--- src/sv/h265rtp_pkg.sv ---
// ============================================================================
// H.265 RTP packetizer package
// Shared widths, register codes, header constants and the result record.
// ============================================================================
package h265rtp_pkg;

    localparam int BYTE_W     = 8;
    localparam int SEQ_W      = 16;
    localparam int PLEN_W     = 13;
    localparam int TIME_W     = 32;
    localparam int LEN_IN_W   = 20;
    localparam int CFG_DATA_W = 16;

    localparam int S_DATA_W   = 64;
    localparam int S_LEN_LSB  = BYTE_W;
    localparam int S_TIME_LSB = BYTE_W + LEN_IN_W;

    localparam int M_DATA_W   = 72;
    localparam int M_USER_W   = 3;

    typedef enum logic [0:0] {
        REG_MAX_PAYLOAD = 1'b0,
        REG_SEQ_START   = 1'b1
    } cfg_reg_t;

    localparam logic [PLEN_W-1:0] MAXP_MIN   = 13'd16;
    localparam logic [PLEN_W-1:0] MAXP_MAX   = 13'd4096;
    localparam logic [PLEN_W-1:0] MAXP_RESET = 13'd1400;

    localparam logic [5:0]        FU_TYPE       = 6'd49;
    localparam logic [BYTE_W-1:0] PH_KEEP_MASK  = 8'h81;
    localparam logic [BYTE_W-1:0] NAL_TYPE_MASK = 8'h7E;
    localparam logic [BYTE_W-1:0] FU_S_BIT      = 8'h80;
    localparam logic [BYTE_W-1:0] FU_E_BIT      = 8'h40;
    localparam logic [PLEN_W-1:0] FU_HDR_BYTES  = 13'd3;

    // at most one record per input word: optional three header bytes, optional data byte
    typedef struct packed {
        logic              has_hdr;
        logic              has_data;
        logic [BYTE_W-1:0] hdr0;
        logic [BYTE_W-1:0] hdr1;
        logic [BYTE_W-1:0] hdr2;
        logic [BYTE_W-1:0] data;
        logic              d_start;
        logic              d_end;
        logic              marker;
        logic [PLEN_W-1:0] plen;
        logic [SEQ_W-1:0]  seq;
        logic [TIME_W-1:0] ts;
    } rec_t;

endpackage

--- src/sv/h265rtp_emit.sv ---
// ============================================================================
// H.265 RTP packetizer output stage
// Two-record queue; each record is expanded into one to four output words.
// ============================================================================
module h265rtp_emit
(
    input  logic                          clk,
    input  logic                          rst_n,
    input  h265rtp_pkg::rec_t             push_rec,
    input  logic                          push_valid,
    output logic                          push_ready,
    output logic                          m_axis_tvalid,
    input  logic                          m_axis_tready,
    // out_byte[7:0], seq_num[23:8], packet_length[36:24], time_out[68:37], zeros
    output logic [h265rtp_pkg::M_DATA_W-1:0] m_axis_tdata,
    output logic                          m_axis_tlast,
    // packet_start[0], marker_bit[1], run_end[2]
    output logic [h265rtp_pkg::M_USER_W-1:0] m_axis_tuser
);
    import h265rtp_pkg::*;

    rec_t        slot_reg [2];
    logic [1:0]  count_reg, count_next;
    logic        wr_ptr_reg, wr_ptr_next;
    logic        rd_ptr_reg, rd_ptr_next;
    logic [1:0]  ph_reg, ph_next;

    rec_t              head;
    logic [1:0]        last_ph;
    logic              is_last;
    logic              is_data_word;
    logic              word_start;
    logic [BYTE_W-1:0] word_byte;
    logic              push, pop, beat;

    assign head         = slot_reg[rd_ptr_reg];
    assign last_ph      = head.has_hdr ? (head.has_data ? 2'd3 : 2'd2) : 2'd0;
    assign is_last      = (ph_reg == last_ph);
    assign is_data_word = !head.has_hdr || (ph_reg == 2'd3);
    assign word_start   = head.has_hdr ? (ph_reg == 2'd0) : head.d_start;

    always_comb
    begin
        case (ph_reg)
            2'd0:    word_byte = head.has_hdr ? head.hdr0 : head.data;
            2'd1:    word_byte = head.hdr1;
            2'd2:    word_byte = head.hdr2;
            default: word_byte = head.data;
        endcase
    end

    assign push_ready    = (count_reg != 2'd2);
    assign push          = push_valid && push_ready;
    assign m_axis_tvalid = (count_reg != 2'd0);
    assign beat          = m_axis_tvalid && m_axis_tready;
    assign pop           = beat && is_last;

    assign m_axis_tdata = {3'b000, head.ts, head.plen, head.seq, word_byte};
    assign m_axis_tlast = is_data_word && head.d_end;
    assign m_axis_tuser = {is_last, head.marker, word_start};

    always_comb
    begin
        wr_ptr_next = push ? ~wr_ptr_reg : wr_ptr_reg;
        rd_ptr_next = pop ? ~rd_ptr_reg : rd_ptr_reg;
        count_next  = count_reg + {1'b0, push} - {1'b0, pop};
        ph_next     = ph_reg;
        if (beat)
        begin
            ph_next = is_last ? 2'd0 : ph_reg + 2'd1;
        end
    end

    always_ff @(posedge clk or negedge rst_n)
    begin
        if (!rst_n)
        begin
            count_reg  <= 2'd0;
            wr_ptr_reg <= 1'b0;
            rd_ptr_reg <= 1'b0;
            ph_reg     <= 2'd0;
        end
        else
        begin
            count_reg  <= count_next;
            wr_ptr_reg <= wr_ptr_next;
            rd_ptr_reg <= rd_ptr_next;
            ph_reg     <= ph_next;
        end
    end

    always_ff @(posedge clk)
    begin
        if (push)
        begin
            slot_reg[wr_ptr_reg] <= push_rec;
        end
    end

`ifndef SYNTH
    a_count_bound: assert property (@(posedge clk) disable iff (!rst_n)
        count_reg != 2'd3)
        else $error("record queue count out of range");

    a_no_overflow: assert property (@(posedge clk) disable iff (!rst_n)
        (count_reg == 2'd2 && !pop) |=> (count_reg == 2'd2))
        else $error("record queue lost or gained an entry while full");

    a_phase_bound: assert property (@(posedge clk) disable iff (!rst_n)
        (count_reg != 2'd0) |-> (ph_reg <= last_ph))
        else $error("word index beyond record");

    a_phase_idle: assert property (@(posedge clk) disable iff (!rst_n)
        (count_reg == 2'd0) |-> (ph_reg == 2'd0))
        else $error("word index not cleared with empty queue");
`endif

endmodule

--- src/sv/h265_rtp_packetizer.sv ---
// ============================================================================
// H.265 RTP packetizer
// Single-NAL-unit packets and fragmentation units (type 49) from a NAL
// byte stream.
//
//  channel   dir  handshake             content
//  s_axis    in   tvalid/tready         NAL byte, length, timestamp; tuser = first
//  m_axis    out  tvalid/tready         payload byte, seq, length, time; tlast = end
//  cfg       in   cfg_valid/cfg_ready   register index, write data
//
// One input word per cycle while each yields at most one output word and the
// receiver keeps m_axis_tready high. The second byte of a fragmented unit
// yields three header words and a word that opens a later fragment yields
// four; the two-record output queue then sets the input rate. Output words
// come from records that are registered in that queue. Reset clears all
// control state, max_payload returns to 1400, sequence counter to 0. Output
// stalls back up into s_axis_tready only when both queue records are held.
// ============================================================================
module h265_rtp_packetizer
#(
    parameter int NAL_LEN_BITS = 20
)
(
    input  logic                                clk,
    input  logic                                rst_n,
    input  logic                                s_axis_tvalid,
    output logic                                s_axis_tready,
    // nal_byte[7:0], nal_length[27:8], frame_time[59:28], zeros
    input  logic [h265rtp_pkg::S_DATA_W-1:0]    s_axis_tdata,
    // nal_first[0]
    input  logic                                s_axis_tuser,
    output logic                                m_axis_tvalid,
    input  logic                                m_axis_tready,
    // out_byte[7:0], seq_num[23:8], packet_length[36:24], time_out[68:37], zeros
    output logic [h265rtp_pkg::M_DATA_W-1:0]    m_axis_tdata,
    output logic                                m_axis_tlast,
    // packet_start[0], marker_bit[1], run_end[2]
    output logic [h265rtp_pkg::M_USER_W-1:0]    m_axis_tuser,
    input  logic                                cfg_valid,
    output logic                                cfg_ready,
    input  h265rtp_pkg::cfg_reg_t               cfg_index,
    input  logic [h265rtp_pkg::CFG_DATA_W-1:0]  cfg_data
);
    import h265rtp_pkg::*;

    localparam int LB = (NAL_LEN_BITS < LEN_IN_W) ? NAL_LEN_BITS : LEN_IN_W;
    localparam int CW = (LB > PLEN_W) ? LB : PLEN_W;

    logic [PLEN_W-1:0] maxp_reg, maxp_next;
    logic [SEQ_W-1:0]  seq_reg, seq_next;
    logic [LB-1:0]     npos_reg, npos_next;
    logic [PLEN_W-1:0] ppos_reg, ppos_next;
    logic              frag_reg, frag_next;
    logic [BYTE_W-1:0] h0_reg, h0_next;
    logic [BYTE_W-1:0] h1_reg, h1_next;
    logic [LB-1:0]     ulen_reg, ulen_next;
    logic [TIME_W-1:0] utime_reg, utime_next;
    logic [PLEN_W-1:0] umax_reg, umax_next;
    logic [PLEN_W-1:0] flen_reg, flen_next;
    logic              flast_reg, flast_next;

    logic [BYTE_W-1:0]   in_byte;
    logic                in_first;
    logic [LEN_IN_W-1:0] in_len;
    logic [TIME_W-1:0]   in_time;
    logic [LB-1:0]       len_eff;
    logic [PLEN_W-1:0]   m_sat;

    logic              accept, active;
    logic              cur_frag;
    logic [LB-1:0]     cur_pos, cur_ulen;
    logic [PLEN_W-1:0] cur_ppos, cur_umax;
    logic [TIME_W-1:0] cur_time;

    logic [CW-1:0]     dlen_c, pos_c, rem_c, cand_c, umax_c;
    logic [PLEN_W-1:0] ppos_inc, plen_c;
    logic              first_frag;
    logic              pkt_end;

    rec_t rec;
    logic push_valid, push_ready;

    assign in_byte  = s_axis_tdata[BYTE_W-1:0];
    assign in_first = s_axis_tuser;
    assign in_len   = s_axis_tdata[S_LEN_LSB +: LEN_IN_W];
    assign in_time  = s_axis_tdata[S_TIME_LSB +: TIME_W];

    assign len_eff = (in_len[LB-1:0] == '0) ? LB'(1) : in_len[LB-1:0];
    assign m_sat   = (maxp_reg < MAXP_MIN) ? MAXP_MIN :
                     (maxp_reg > MAXP_MAX) ? MAXP_MAX : maxp_reg;

    assign s_axis_tready = push_ready;
    assign cfg_ready     = 1'b1;
    assign accept        = s_axis_tvalid && s_axis_tready;
    assign active        = in_first || (npos_reg < ulen_reg);

    assign cur_ulen = in_first ? len_eff : ulen_reg;
    assign cur_pos  = in_first ? '0 : npos_reg;
    assign cur_ppos = in_first ? '0 : ppos_reg;
    assign cur_umax = in_first ? m_sat : umax_reg;
    assign cur_time = in_first ? in_time : utime_reg;
    assign cur_frag = in_first ? (CW'(len_eff) > CW'(m_sat)) : frag_reg;

    assign dlen_c   = CW'(cur_ulen) - CW'(2);
    assign pos_c    = CW'(cur_pos);
    assign umax_c   = CW'(cur_umax);
    assign cand_c   = dlen_c - CW'(1);
    assign rem_c    = dlen_c - (pos_c - CW'(2));
    assign ppos_inc = ((cur_ppos == '0) ? FU_HDR_BYTES : cur_ppos) + PLEN_W'(1);

    always_comb
    begin
        maxp_next  = maxp_reg;
        seq_next   = seq_reg;
        npos_next  = npos_reg;
        ppos_next  = ppos_reg;
        frag_next  = frag_reg;
        h0_next    = h0_reg;
        h1_next    = h1_reg;
        ulen_next  = ulen_reg;
        utime_next = utime_reg;
        umax_next  = umax_reg;
        flen_next  = flen_reg;
        flast_next = flast_reg;
        first_frag = 1'b0;
        plen_c     = '0;
        pkt_end    = 1'b0;
        push_valid = 1'b0;

        rec.has_hdr  = 1'b0;
        rec.has_data = 1'b0;
        rec.data     = in_byte;
        rec.d_start  = 1'b0;
        rec.d_end    = 1'b0;
        rec.marker   = 1'b0;
        rec.plen     = '0;
        rec.seq      = seq_reg;
        rec.ts       = cur_time;

        if (accept && active)
        begin
            npos_next  = cur_pos + LB'(1);
            ulen_next  = cur_ulen;
            utime_next = cur_time;
            umax_next  = cur_umax;
            frag_next  = cur_frag;
            ppos_next  = cur_ppos;
            if (in_first)
            begin
                flast_next = 1'b0;
            end

            if (!cur_frag)
            begin
                pkt_end      = (cur_pos + LB'(1) == cur_ulen);
                push_valid   = 1'b1;
                rec.has_data = 1'b1;
                rec.d_start  = (cur_pos == '0);
                rec.d_end    = pkt_end;
                rec.marker   = 1'b1;
                rec.plen     = PLEN_W'(CW'(cur_ulen));
                if (pkt_end)
                begin
                    seq_next = seq_reg + SEQ_W'(1);
                end
            end
            else if (cur_pos == '0)
            begin
                h0_next = in_byte;
            end
            else if (cur_pos == LB'(1))
            begin
                h1_next    = in_byte;
                flen_next  = (cand_c < umax_c) ? PLEN_W'(cand_c) : cur_umax;
                flast_next = 1'b0;
                ppos_next  = FU_HDR_BYTES;
                first_frag = 1'b1;
                push_valid = 1'b1;
                rec.has_hdr = 1'b1;
                rec.marker  = 1'b0;
                rec.plen    = flen_next + FU_HDR_BYTES;
            end
            else
            begin
                if (cur_ppos == '0)
                begin
                    flen_next   = (rem_c < umax_c) ? PLEN_W'(rem_c) : cur_umax;
                    flast_next  = (rem_c <= umax_c);
                    rec.has_hdr = 1'b1;
                end
                plen_c       = flen_next + FU_HDR_BYTES;
                pkt_end      = (ppos_inc == plen_c);
                ppos_next    = pkt_end ? '0 : ppos_inc;
                push_valid   = 1'b1;
                rec.has_data = 1'b1;
                rec.d_end    = pkt_end;
                rec.marker   = flast_next;
                rec.plen     = plen_c;
                if (pkt_end)
                begin
                    seq_next = seq_reg + SEQ_W'(1);
                end
            end
        end

        if (cfg_valid && cfg_ready)
        begin
            case (cfg_index)
                REG_MAX_PAYLOAD: maxp_next = cfg_data[PLEN_W-1:0];
                REG_SEQ_START:   seq_next  = cfg_data;
                default:         maxp_next = maxp_reg;
            endcase
        end

        // FU header bytes
        rec.hdr0 = (h0_reg & PH_KEEP_MASK) | {1'b0, FU_TYPE, 1'b0};
        rec.hdr1 = (cur_pos == LB'(1)) ? in_byte : h1_reg;
        rec.hdr2 = ((h0_reg & NAL_TYPE_MASK) >> 1)
                 | (first_frag ? FU_S_BIT : '0)
                 | (flast_next ? FU_E_BIT : '0);
    end

    always_ff @(posedge clk or negedge rst_n)
    begin
        if (!rst_n)
        begin
            maxp_reg  <= MAXP_RESET;
            seq_reg   <= '0;
            npos_reg  <= '0;
            ppos_reg  <= '0;
            frag_reg  <= 1'b0;
            h0_reg    <= '0;
            h1_reg    <= '0;
            ulen_reg  <= '0;
            utime_reg <= '0;
            umax_reg  <= MAXP_RESET;
            flen_reg  <= '0;
            flast_reg <= 1'b0;
        end
        else
        begin
            maxp_reg  <= maxp_next;
            seq_reg   <= seq_next;
            npos_reg  <= npos_next;
            ppos_reg  <= ppos_next;
            frag_reg  <= frag_next;
            h0_reg    <= h0_next;
            h1_reg    <= h1_next;
            ulen_reg  <= ulen_next;
            utime_reg <= utime_next;
            umax_reg  <= umax_next;
            flen_reg  <= flen_next;
            flast_reg <= flast_next;
        end
    end

    h265rtp_emit u_emit
    (
        .clk           (clk),
        .rst_n         (rst_n),
        .push_rec      (rec),
        .push_valid    (push_valid),
        .push_ready    (push_ready),
        .m_axis_tvalid (m_axis_tvalid),
        .m_axis_tready (m_axis_tready),
        .m_axis_tdata  (m_axis_tdata),
        .m_axis_tlast  (m_axis_tlast),
        .m_axis_tuser  (m_axis_tuser)
    );

endmodule

--- config.mk ---
export PLATFORM = sky130hd
export DESIGN_NAME = h265_rtp_packetizer
export DESIGN_NICKNAME = d
export VERILOG_FILES = /design/src/sv/h265rtp_pkg.sv /design/src/sv/h265rtp_emit.sv /design/src/sv/h265_rtp_packetizer.sv
export SDC_FILE = /design/constraint.sdc
export NUM_CORES = 1
export LEC_CHECK = 0
export BUFFER_PORTS_ARGS = -buffer_cell sky130_fd_sc_hd__buf_4
export CAP_MARGIN = 20
export CORE_MARGIN = 2
export CORE_UTILIZATION = 34
export DETAILED_ROUTE_END_ITERATION = 10
export GPL_TIMING_DRIVEN = 0
export PLACE_DENSITY = 0.6
export SKIP_CTS_REPAIR_TIMING = 1
export SLEW_MARGIN = 20
export SYNTH_ARGS = -nofsm -noshare
export SYNTH_HDL_FRONTEND = slang
export SYNTH_SLANG_ARGS = --single-unit
--- constraint.sdc ---
create_clock -name clk -period 8.8 [get_ports clk]
set_clock_uncertainty 0.05 [all_clocks]
set_input_delay 1.32 -clock clk [delete_from_list [all_inputs] [get_ports clk]]
set_output_delay 1.32 -clock clk [all_outputs]
set_load 0.02 [all_outputs]
# Word-level counts from Yosys, hierarchy flattened

Memories as Yosys holds them, arrays and structs flattened.
Index checks and enable logic that the tools add are counted.

Bits in registers: 164
Latch bits: 0
Memory bits (writable): 184
Bits in read-only memories: 0
Input bits: 87
Memories kept: 1

Memories:

| name            | depth | width | read ports | clocked after memory_dff | write ports | line               | RTL |
|---|---|---|---|---|---|---|---|
| u_emit.slot_reg | 2     | 92    | 1          | 0                        | 1           | h265rtp_emit.sv:22 | `rec_t slot_reg [2];` |

Add/sub/neg operators: 12
Multipliers: 0
Div/mod/pow operators: 0
Magnitude comparators: 7
Equality and inequality tests: 8
Shifts and indexed selects: 0
Mux-type cells: 67
Bitwise logic cells: 6
Reduce and logical (&&, ||, !) cells: 17

Operators with widths:

| operator                                           | count |
|---|---|
| two-way mux 13 bit                                 | 17 |
| two-way mux 16 bit                                 | 9 |
| two-way mux 20 bit                                 | 3 |
| logical NOT 20 bit                                 | 2 |
| less-than comparator 20 x 13 -> 1 bit              | 2 |
| subtractor 20 x 2 -> 20 bit, second input constant | 2 |
| two-way mux 32 bit                                 | 1 |
| two-way mux 15 bit                                 | 2 |
| adder 13 x 2 -> 13 bit, second input constant      | 2 |
| two-way mux 1 bit                                  | 25 |
| two-way mux 8 bit                                  | 3 |
| case mux 8 bit (3 select lines)                    | 1 |
| adder 20 x 1 -> 20 bit, second input constant      | 1 |
| == test 20 x 1 -> 1 bit, second input constant     | 1 |
| == test 20 bit                                     | 1 |
| greater-than comparator 20 x 13 -> 1 bit           | 1 |
| <= comparator 20 x 13 -> 1 bit                     | 1 |
| less-than comparator 20 bit                        | 1 |
| subtractor 20 x 1 -> 20 bit, second input constant | 1 |
| subtractor 20 bit                                  | 1 |
| adder 16 x 1 -> 16 bit, second input constant      | 1 |
| two-way mux 14 bit                                 | 1 |
| adder 13 x 1 -> 13 bit, second input constant      | 1 |
| == test 13 bit                                     | 1 |
| 22 further kinds                                   | 36 |

# Depth between registers and ports, before layout

Gate-level depths: netlist of the first run.

Depth after elaboration: 21
Mapped depth: 41
Mapped depth without buffers: 31

# By module

Synthesis of the first run repeated with hierarchy kept, for this count alone.

Cell total of the unflattened synthesis: 2216
Area, all modules: 22217.6 um2

Modules (own cells, without submodules):

| module              | times used | cells an instance | area an instance (um2) | seq. area each (um2) |
|---|---|---|---|---|
| h265_rtp_packetizer | 1          | 1798              | 14254.9                | 3968.8 |
| h265rtp_emit        | 1          | 418               | 7962.6                 | 6035.8 |

# Worst setup path after synthesis of the first run

No wires, ideal clock.

Path kind: in2reg
Start: input port s_axis_tuser
End: register seq_reg[10]
Setup time: 0.123 ns
Arrival time: 10.720 ns
Data required time: 8.627 ns
Slack: -2.093 ns
Cell stages on the path: 38
Path buffers: 13
Cell sequence: buf_2 -> clkbuf_1 -> buf_1 -> clkbuf_1 -> buf_1 -> clkbuf_1 -> buf_1 -> clkbuf_1 -> buf_1 -> nor2b_1 -> nand2_1 -> o21ai_0 -> ha_1 -> a211oi_1 -> o21ai_0 -> a31o_2 -> a21o_1 -> a21o_1 -> (+2 left out) -> ha_1 -> clkbuf_1 -> nand3_1 -> nor3_1 -> a21o_1 -> clkbuf_1 -> a21o_1 -> a211o_4 -> buf_6 -> a211oi_1 -> o41ai_1 -> xor2_1 -> mux2_1 -> or4_1 -> buf_2 -> nor3_4 -> mux2_1 -> o221a_1

Word-level cells in the longest chain between the ends: 19

RTL lines:

| item                                           | line                                                   | RTL |
|---|---|---|
| start: declaration                             | h265_rtp_packetizer.sv:31                              | `input logic s_axis_tuser,` |
| two-way mux 20 bit (on tied branches)          | h265_rtp_packetizer.sv:97, h265_rtp_packetizer.sv:98   |  |
| subtractor 20 x 2 -> 20 bit (on tied branches) | h265_rtp_packetizer.sv:104, h265_rtp_packetizer.sv:108 |  |
| subtractor 20 bit                              | h265_rtp_packetizer.sv:108                             | `assign rem_c = dlen_c - (pos_c - CW'(2));` |
| less-than comparator 20 x 13 -> 1 bit          | h265_rtp_packetizer.sv:187                             | `flen_next = (rem_c < umax_c) ? PLEN_W'(rem_c) : cur_umax;` |
| two-way mux 13 bit                             | h265_rtp_packetizer.sv:187                             |  |
| two-way mux 13 bit                             | h265_rtp_packetizer.sv:185                             | `if (cur_ppos == '0)` |
| two-way mux 13 bit                             | h265_rtp_packetizer.sv:171                             | `else if (cur_pos == LB'(1))` |
| two-way mux 13 bit                             | h265_rtp_packetizer.sv:167                             | `else if (cur_pos == '0)` |
| (+4 left out)                                  | n/a                                                    |  |
| two-way mux 16 bit                             | h265_rtp_packetizer.sv:199                             | `if (pkt_end)` |
| two-way mux 16 bit                             | h265_rtp_packetizer.sv:171                             |  |
| two-way mux 16 bit                             | h265_rtp_packetizer.sv:167                             |  |
| two-way mux 16 bit                             | h265_rtp_packetizer.sv:153                             | `if (!cur_frag)` |
| two-way mux 16 bit (*)                         | h265_rtp_packetizer.sv:140                             | `if (accept && active)` |
| two-way mux 16 bit                             | h265_rtp_packetizer.sv:208                             | `case (cfg_index)` |
| two-way mux 16 bit (*)                         | h265_rtp_packetizer.sv:206                             | `if (cfg_valid && cfg_ready)` |
| named net seq_next[10]                         | h265_rtp_packetizer.sv:50                              | `logic [SEQ_W-1:0] seq_reg, seq_next;` |
| end signal: assignment                         | h265_rtp_packetizer.sv:243                             | `seq_reg <= seq_next;` |
| end: declaration                               | h265_rtp_packetizer.sv:50                              |  |

Mark *: on every way through the listed nets, which the timed path passes. The rest lies on a longest branch. The select of a mux whose other input is x is not followed.
A chain may end at the register's enable or synchronous reset.

==> results of run 1 <==
[how the worst max path moves through the flow]
stage | slack [ns] | endpoint
after detailed placement | -1.94 | seq_reg[6]$_DFF_PN0_
after global routing | -0.08 | seq_reg[6]$_DFF_PN0_
after floorplan | 0.004 | seq_reg[10]$_DFF_PN0_
after CTS | -1.39 | seq_reg[6]$_DFF_PN0_
after global placement | -3.40 | u_emit.slot_reg[0][64]$_DFFE_PP_
final | 0.14 | u_emit.slot_reg[1][62]$_DFFE_PP_
[layout make-up]
type                            count  area [um2]
Buffer                            106         641
Clock buffer                       61        1180
Clock inverter                     14         154
Fill cell                        5879       35200
Inverter                           71         273
Multi-Input combinational cell   1541       11500
Sequential cell                   348        9640
Tap cell                          790         988
Timing Repair Buffer              238        1970
[metal layers]
layer	up-vias	track usage	routed length, um	part of all wire
met5	-	0	0	0
met4	0	0.0759	2310	0.033
met3	133	0.0403	4710	0.068
met2	666	0.347	32700	0.47
met1	8655	0.278	29900	0.43
li1	8120	-	-	-
[worst reg2reg max path, delay by kind of cell, from the launching register on]
| family | cells | cell delay [ns] |
|---|---|---|
| AOI/OAI and AO/OA | 11 | 2.50 |
| and+or+nand+nor | 9 | 2.18 |
| adders and majority gates | 4 | 1.05 |
| buffers and inverters | 8 | 1.01 |
| xor gates and xnor gates | 3 | 0.65 |
| DFF | 1 | 0.53 |
[layout by cell type (no fill, tap or decap), types with 31 or more instances in the layout]
cell type / count
and3_1: 31
dfrtp_1: 152
clkbuf_16: 42
nor2_1: 116
edfxtp_1: 184
a21oi_1: 82
o21ai_0: 98
xnor2_1: 89
inv_1: 66
nand3_1: 44
nand2_1: 312
ha_1: 94
buf_4: 229
nor2b_1: 31
xor2_1: 42
mux2_2: 119
clkbuf_1: 77
[cells by family (layout without fill, tap and decap cells)]
group	Yosys count	after routing	synth area share
xor+xnor	142	142	0.0625
compound gates	437	437	0.143
mux	162	162	0.0850
flops	348	348	0.458
buf+inv	179	490	0.0335
other cells	2	4	0.000357
fa+ha+maj	109	109	0.0648
simple gates	687	687	0.153
[power breakdown]
part / leakage, nW / switching, mW / internal (mW)
registers: 3.74 / 0.308 / 2.33
logic: 6.28 / 3.02 / 2.21
clock network: 0.644 / 0.707 / 0.968
total: 10.7 / 4.03 / 5.51
[through the flow]
stage                     power, mW  cell area [um2]
after floorplan                5.80            21500
final                          9.54            26300
after global placement         7.20            23600
after CTS                      9.03            25200
after global routing           10.1            26300
after detailed placement       7.32            23900
==> run_results.csv, run 1 <==
group,metric,value,unit
layout,final_util,0.428,
floorplan,initial_core_util,0.342,
placed_design,dp.cells,3023,
logic_synthesis,postSynthCellCount,2066,
route,firstDrtPassIters,8,
critical_path,worst_path_max_delay_cell,"or4_4",
floorplan,fp.dieArea,63900,um2
sta,setup_viol,0,
grt,gr-total-overflow,0,
floorplan,std_cell_rows,91,
layout,area_delta_synth_final,25.1,%
critical_path,worst_setup_path_end_kind,"flip-flop",
logic_synthesis,synthArstFlopShare,0.471,
critical_path,reg2reg_to,"u_emit.slot_reg[1][62]$_DFFE_PP_",
critical_path,crit_path_start_kind,"primary input",
critical_path,path_delay_family,"buffers and inverters",
critical_path,cp_num_cells,41,
cts,cts_tree,"built",
sta,max_slew_margin,0.146,
worst_hold_path,hold_depth,0,
worst_hold_path,min_path_type,"reg2reg",
layout,layout.cells.non_filler,3169,
grt,grt_pass1_vias,16900,
cts,cts_root_buf,"clkbuf_16",
cts,clockBufferDepth,3,
flow_run,maxCapViolCount,0,
route,vias,17600,
route,viasPerCell,5.55,
logic_synthesis,yosysTopAreaCell,"edfxtp_1",
logic_synthesis,synth.yosys.seq_area_share,0.458,
logic_synthesis,ys_top_cells_by_area,"edfxtp_1 26%, dfrtp_1 18%, mux2_2 6.4%, ha_1 6.2%, nand2_1 5.6%",
route,drt-wirelength-per-cell,22.0,um
critical_path,r2r_cells,35,
placed_design,io_buffers,156,
run_status,outcome,"complete, no violations",
sta,fmax,115,MHz
logic_synthesis,synth_top_cells_by_count,"315 x nand2_1, 184 x edfxtp_1, 152 x dfrtp_1",
route,drtIter0Drc,1562,
logic_synthesis,synth_top_area_frac,0.262,
critical_path,cpMostUsedCell,"buf_12",
sta,tightest_slew,1.27,ns
critical_path,critPathArrivalTime,8.93,ns
logic_synthesis,syn_area_per_cell,10.2,um2
logic_synthesis,synth_edf_count,184,
critical_path,r2r_start,"ulen_reg[1]$_DFFE_PN0P_",
grt,grt_pass1_wl,103000,um
pwr,power_density,362,nW/um2
layout,nNetsFinal,2540,
logic_synthesis,ys.warnings.count,0,
floorplan,core,61500,um2
logic_synthesis,yosysMostFrequentCell,"nand2_1",
sta,min_period,8.66,ns
route,wirelength,69600,um
critical_path,cp-startpoint,"s_axis_tuser",
worst_hold_path,hold_end,"u_emit.slot_reg[1][75]$_DFFE_PP_",
cts,numCtsBuffers,41,
logic_synthesis,syn-cell-area,21100,um2
sta,finalCritPeriodShare,0.985,
logic_synthesis,ys_ff_latch,348,
layout,drive_above_1_share,0.239,
pwr,leakage,10.7,nW
critical_path,worst-path-buf-inv,16,
pwr,irDropWorstVdd,0.000172,V
layout,diodes,0,
grt,antenna_found_initial,1,
placed_design,dp_slack,-1.94,ns
cts,cts.clk_slew.worst_paths,0.06,ns
floorplan,die_h,253,um
critical_path,regToRegSetupSlack,0.57,ns
layout,largest_register_ffs,184,
logic_synthesis,synth_cell_types,90,
critical_path,critical_path_class,"in2reg",
sta,hold-worst-slack,0.415,ns
cts,cts.sinks,348,
logic_synthesis,synthFlopType,"edfxtp_1",
grt,grt_start_max_net_pins,85,
cts,htreeDepth,2,
critical_path,cp_max_fo,10,
placed_design,place_hpwl,51200,um
critical_path,worstPathRequired,9.06,ns
cts,clk_latency,0.58,ns
grt,grtUsageTotal,0.212,
route,postRouteAntennaNets,0,
sta,tns,0,ns
worst_hold_path,min_from,"h0_reg[4]$_DFFE_PN0P_",
sta,finalMaxSlewViolations,0,
floorplan,ios,166,
placed_design,routabilityCongestion,0.954,
critical_path,slowest_delay,0.56,ns
sta,finalHoldViolCount,0,
route,drc,0,
sta,setup_ws,0.135,ns
floorplan,die_x,253,um
Note: power is estimated with default switching activity, not from simulation.
==> run 2: changes to the inputs <==
Settings changed: PLACE_DENSITY 0.6 to 0.58.
Clock period 8.8 ns to 8.6 ns, I/O delays scaled along.
==> run 2 against run 1 <==
Sequential power up 3%. Hold slack better by 0.0046 ns. Critical path depth down 6. Register-to-register slack worse by 0.05 ns. Clock-buffer cell count up 6. Global-route usage up 0.15 points. Via count about the same.
==> run_results.csv, run 2 (synthesized netlist as in run 1, its figures left out) <==
group,metric,value,unit
critical_path,worstPathRequired,9.01,ns
cts,cts.sinks,348,
sta,fmax,118,MHz
cts,cts_root_buf,"clkbuf_16",
sta,max_slew_margin,0.172,
route,wirelength,70000,um
cts,clk_latency,0.58,ns
layout,final_common_cell,"nand2_1",
floorplan,ios,166,
critical_path,cp_max_fo,10,
route,postRouteAntennaNets,0,
critical_path,worst-path-buf-inv,11,
route,viasPerCell,5.50,
floorplan,initial_core_util,0.342,
critical_path,critPathArrivalTime,8.92,ns
placed_design,dp.cells,3024,
layout,nNetsFinal,2562,
cts,htreeDepth,2,
layout,drive_above_1_share,0.247,
sta,finalHoldViolCount,0,
grt,grt_pass1_wl,105000,um
run_status,outcome,"complete, no violations",
grt,grt_start_max_net_pins,67,
layout,area_delta_synth_final,26.5,%
pwr,leakage,10.8,nW
sta,min_period,8.51,ns
pwr,power,9.85,mW
critical_path,path_delay_family,"compound AO/OA/AOI/OAI gates",
grt,grt_pass1_vias,17200,
cts,clockBufferDepth,3,
sta,tightest_slew,1.24,ns
route,drc,0,
cts,numCtsBuffers,41,
critical_path,cpMostUsedCell,"ha_1",
sta,finalCritPeriodShare,0.989,
worst_hold_path,min_path_type,"reg2reg",
critical_path,worst_path_max_delay_cell,"or4_4",
pwr,irDropWorstVdd,0.000177,V
layout,final_util,0.433,
layout,diodes,0,
critical_path,crit_path_start_kind,"primary input",
sta,tns,0,ns
route,vias,17600,
placed_design,place_hpwl,51800,um
placed_design,routabilityCongestion,0.921,
cts,cts_tree,"built",
floorplan,fp.dieArea,63900,um2
floorplan,core,61500,um2
cts,cts.clk_slew.worst_paths,0.06,ns
sta,setup_viol,0,
route,drtIter0Drc,1301,
placed_design,io_buffers,156,
floorplan,die_x,253,um
layout,largest_register_ffs,184,
flow_run,maxCapViolCount,0,
grt,grtUsageTotal,0.213,
floorplan,die_h,253,um
route,drt-wirelength-per-cell,21.9,um
layout,final_cell_mix,"312 x nand2_1, 251 x buf_4, 184 x edfxtp_1, 152 x dfrtp_1, 119 x mux2_2",
critical_path,slowest_delay,0.57,ns
critical_path,critical_path_class,"in2reg",
sta,hold-worst-slack,0.420,ns
sta,finalMaxSlewViolations,0,
grt,antenna_found_initial,1,
layout,layout.cells.non_filler,3191,
floorplan,std_cell_rows,91,
grt,gr-total-overflow,0,
critical_path,worst_setup_path_end_kind,"flip-flop",
route,firstDrtPassIters,5,
pwr,power_density,370,nW/um2
run 2: cell count changes in the layout (fill, tap and decap cells not counted), sizes merged:
cell,delta
bufinv,+1
clkinvlp,-3
clkbuf,+5
buf,+23
clkinv,-4
run 2: metal layers:
layer / part of all wire / vias up / global-route usage
met3: 0.063 / 126 / 0.0324
met5: 0 / - / 0
li1: - / 8150 / -
met2: 0.47 / 654 / 0.353
met1: 0.43 / 8628 / 0.282
met4: 0.035 / 0 / 0.0803
run 2: worst paths after layout:
path | from | end | slack, ns | cells after the start
max | s_axis_tuser | seq_reg[6]$_DFF_PN0_ | 0.09 | 35
min | utime_reg[17]$_DFFE_PN0P_ | utime_reg[17]$_DFFE_PN0P_ | 0.42 | 2
max reg2reg | ulen_reg[1]$_DFFE_PN0P_ | seq_reg[6]$_DFF_PN0_ | 0.52 | 27
min reg2reg | utime_reg[17]$_DFFE_PN0P_ | utime_reg[17]$_DFFE_PN0P_ | 0.42 | 2
max in group asynchronous | rst_n | maxp_reg[4]$_DFFE_PN1P_ | 7.17 | 2
min in group asynchronous | rst_n | ulen_reg[15]$_DFFE_PN0P_ | 0.59 | 1
run 2: layout make-up:
type	instances	area, um2
multi-input cells	1541	11500
repair buffers	261	2190
clock buffers	67	1240
plain buffers	105	631
flip-flops and latches	348	9640
well taps	790	988
clock inverters	8	144
fillers	5920	34900
inverters	71	270
run 2: report_power, final:
part           internal, mW  switching (mW)  leakage [nW]  total (mW)
logic                  2.30            3.08          6.41        5.38
clock network          1.06           0.710         0.670        1.77
registers              2.39           0.318          3.74        2.71
run 2: metrics by stage:
stage / cell area (um2) / setup WS, ns
6_report: 26600 / 0.0916
5_1_grt: 26600 / -0.0870
4_1_cts: 25300 / -1.68
3_5_place_dp: 23900 / -2.23
3_3_place_gp: 23700 / -3.39
2_1_floorplan: 21500 / -0.0772
run 2: worst register-to-register path, stage by stage (launching register included):
cell       delay, ns
dfrtp_1         0.51
nor4_4          0.48
o21ai_2         0.15
nor4b_4         0.29
buf_4           0.19
nand2_1         0.06
xor2_1          0.25
ha_1            0.28
ha_1            0.41
and4_1          0.21
and3_1          0.17
and3_1          0.20
o2111a_1        0.27
or4_1           0.55
a211o_4         0.40
a211o_4         0.42
buf_4           0.17
clkbuf_16       0.15
nand2_1         0.06
o21ai_0         0.19
a21oi_1         0.51
xor3_1          0.44
or4_4           0.57
buf_8           0.15
nor3_4          0.21
buf_6           0.16
mux2_4          0.29
o221a_1         0.20
==> run 3: changes to the inputs <==
Settings changed: PLACE_DENSITY 0.58 to 0.6.
Clock period 8.6 ns to 6.87 ns, I/O delays scaled along.
==> run 3 against run 2 <==
Register-to-register slack worse by 1.6 ns. Highest routed layer unchanged. Critical path depth is 3 higher. Sequential cell count stayed put. First-iteration DRC count is 28% higher. Die area stayed put. Combinational power is 30% higher. Non-clock buffer count is 10 higher. Cell count is 0.28% higher. Wire length is 0.83% higher. The flow now finishes with violations (negative setup slack). Hold slack worse by 0.17 ns.
==> run_results.csv, run 3 (synthesized netlist as in run 1, its figures left out) <==
group,metric,value,unit
sta,tns,-37.88,ns
critical_path,worst_path_max_delay_cell,"or4_4",
layout,final_cell_mix,"311 x nand2_1, 253 x buf_4, 184 x edfxtp_1, 152 x dfrtp_1, 119 x mux2_2",
critical_path,critPathArrivalTime,8.61,ns
sta,finalHoldViolCount,0,
cts,clk_latency,0.58,ns
grt,grt_start_max_net_pins,74,
sta,setup_ws,-1.35,ns
critical_path,cp_max_fo,8,
sta,tightest_slew,1.24,ns
critical_path,reg2reg_to,"seq_reg[10]$_DFF_PN0_",
layout,stdcell_area,26900,um2
critical_path,worstPathRequired,7.26,ns
critical_path,worst_setup_path_end_kind,"flip-flop",
placed_design,placed_cell_area,23900,um2
route,vias,17800,
pwr,leakage,10.9,nW
layout,final_common_cell,"nand2_1",
critical_path,cpMostUsedCell,"buf_12",
placed_design,routabilityCongestion,0.918,
cts,cts_tree,"built",
cts,htreeDepth,2,
cts,cts.sinks,348,
critical_path,slowest_delay,0.46,ns
sta,max_slew_margin,0.169,
placed_design,dp_slack,-3.77,ns
layout,nNetsFinal,2571,
critical_path,r2r_cells,28,
route,firstDrtPassIters,6,
floorplan,die_h,253,um
floorplan,initial_core_util,0.342,
placed_design,dp.cells,3023,
floorplan,core,61500,um2
layout,drive_above_1_share,0.265,
sta,finalMaxSlewViolations,0,
grt,gr-total-overflow,0,
run_status,outcome,"finished, violations left",
layout,layout.cells.non_filler,3200,
sta,fmax,122,MHz
placed_design,io_buffers,156,
pwr,irDropWorstVdd,0.000248,V
run_status,violations,"negative setup slack",
cts,clockBufferDepth,3,
layout,area_delta_synth_final,27.9,%
sta,finalCritPeriodShare,1.20,
sta,rsz0062_at_grt,"yes",
route,drc,0,
route,drtIter0Drc,1670,
cts,numCtsBuffers,40,
grt,antenna_found_initial,0,
grt,grtUsageTotal,0.211,
sta,setup_viol,49,
floorplan,std_cell_rows,91,
grt,grt_pass1_vias,16900,
floorplan,fp.dieArea,63900,um2
layout,largest_register_ffs,184,
critical_path,r2r_start,"ulen_reg[1]$_DFFE_PN0P_",
critical_path,cp-startpoint,"s_axis_tuser",
sta,min_period,8.22,ns
critical_path,crit_path_start_kind,"primary input",
placed_design,place_hpwl,51200,um
grt,grt_pass1_wl,103000,um
route,postRouteAntennaNets,0,
cts,cts_root_buf,"clkbuf_16",
critical_path,regToRegSetupSlack,-1.12,ns
floorplan,die_x,253,um
cts,cts.clk_slew.worst_paths,0.06,ns
critical_path,cp-endpoint,"seq_reg[10]$_DFF_PN0_",
route,wirelength,70600,um
floorplan,ios,166,
layout,diodes,0,
flow_run,maxCapViolCount,0,
route,drt-wirelength-per-cell,22.1,um
pwr,power_density,465,nW/um2
route,viasPerCell,5.55,
critical_path,critical_path_class,"in2reg",
worst_hold_path,min_path_type,"in2async",
layout,final_util,0.438,
==> run 3: cell count changes in the layout (fill, tap and decap cells not counted), moves of 3 or more <==
cell / change
a211oi_1: -4
and3_1: -4
and3_4: +4
buf_6: +6
clkbuf_1: -9
clkinv_1: +4
clkinv_2: +5
nor4_1: -3
o21ai_0: -3
xnor2_1: -5
xnor2_2: +5
==> run 3: worst min-delay path by stage <==
stage	depth (start not counted)	startpoint	endpoint	slack, ns
detailed placement	0	h0_reg[3]$_DFFE_PN0P_	u_emit.slot_reg[0][74]$_DFFE_PP_	0.41
CTS	1	rst_n	ulen_reg[18]$_DFFE_PN0P_	0.24
floorplan	2	umax_reg[0]$_DFFE_PN0P_	umax_reg[0]$_DFFE_PN0P_	0.39
global route	1	rst_n	ulen_reg[18]$_DFFE_PN0P_	0.25
finish	1	rst_n	ulen_reg[18]$_DFFE_PN0P_	0.25
global placement	0	h0_reg[2]$_DFFE_PN0P_	u_emit.slot_reg[1][73]$_DFFE_PP_	0.39
==> run 3: power breakdown <==
group | switching, mW | total, mW | internal [mW]
sequential | 0.392 | 3.38 | 2.99
combinational | 3.99 | 7.01 | 3.02
clock | 0.903 | 2.13 | 1.22
total | 5.29 | 12.5 | 7.23
==> run 3: worst max-delay path: cells and delay by family <==
family,cells,cell delay [ns]
fa+ha+maj,3,0.85
simple gates,6,1.45
buf+inv,15,2.01
mux,1,0.29
xor+xnor,2,0.44
compound gates,11,2.48
==> run 3: per-layer routing <==
layer | vias to the layer above | wire [um] | track usage
met1 | 8696 | 30200 | 0.286
li1 | 8178 | - | -
met2 | 724 | 33100 | 0.346
met3 | 155 | 4770 | 0.0294
met5 | - | 0 | 0
met4 | 0 | 2610 | 0.0712
==> run 3: stage by stage <==
step                power (mW)  hold slack [ns]
floorplan                 7.50            0.388
global placement          9.28            0.395
detailed placement        9.44            0.406
CTS                       11.6            0.238
global route              13.3            0.248
finish                    12.5            0.249
==> run 3: cell type report <==
type | instances | area (um2)
clock buffers | 58 | 1160
multi-input cells | 1541 | 11700
repair buffers | 272 | 2310
fillers | 5854 | 34600
clock inverters | 16 | 166
well taps | 790 | 988
inverters | 71 | 270
plain buffers | 104 | 634
flip-flops and latches | 348 | 9640
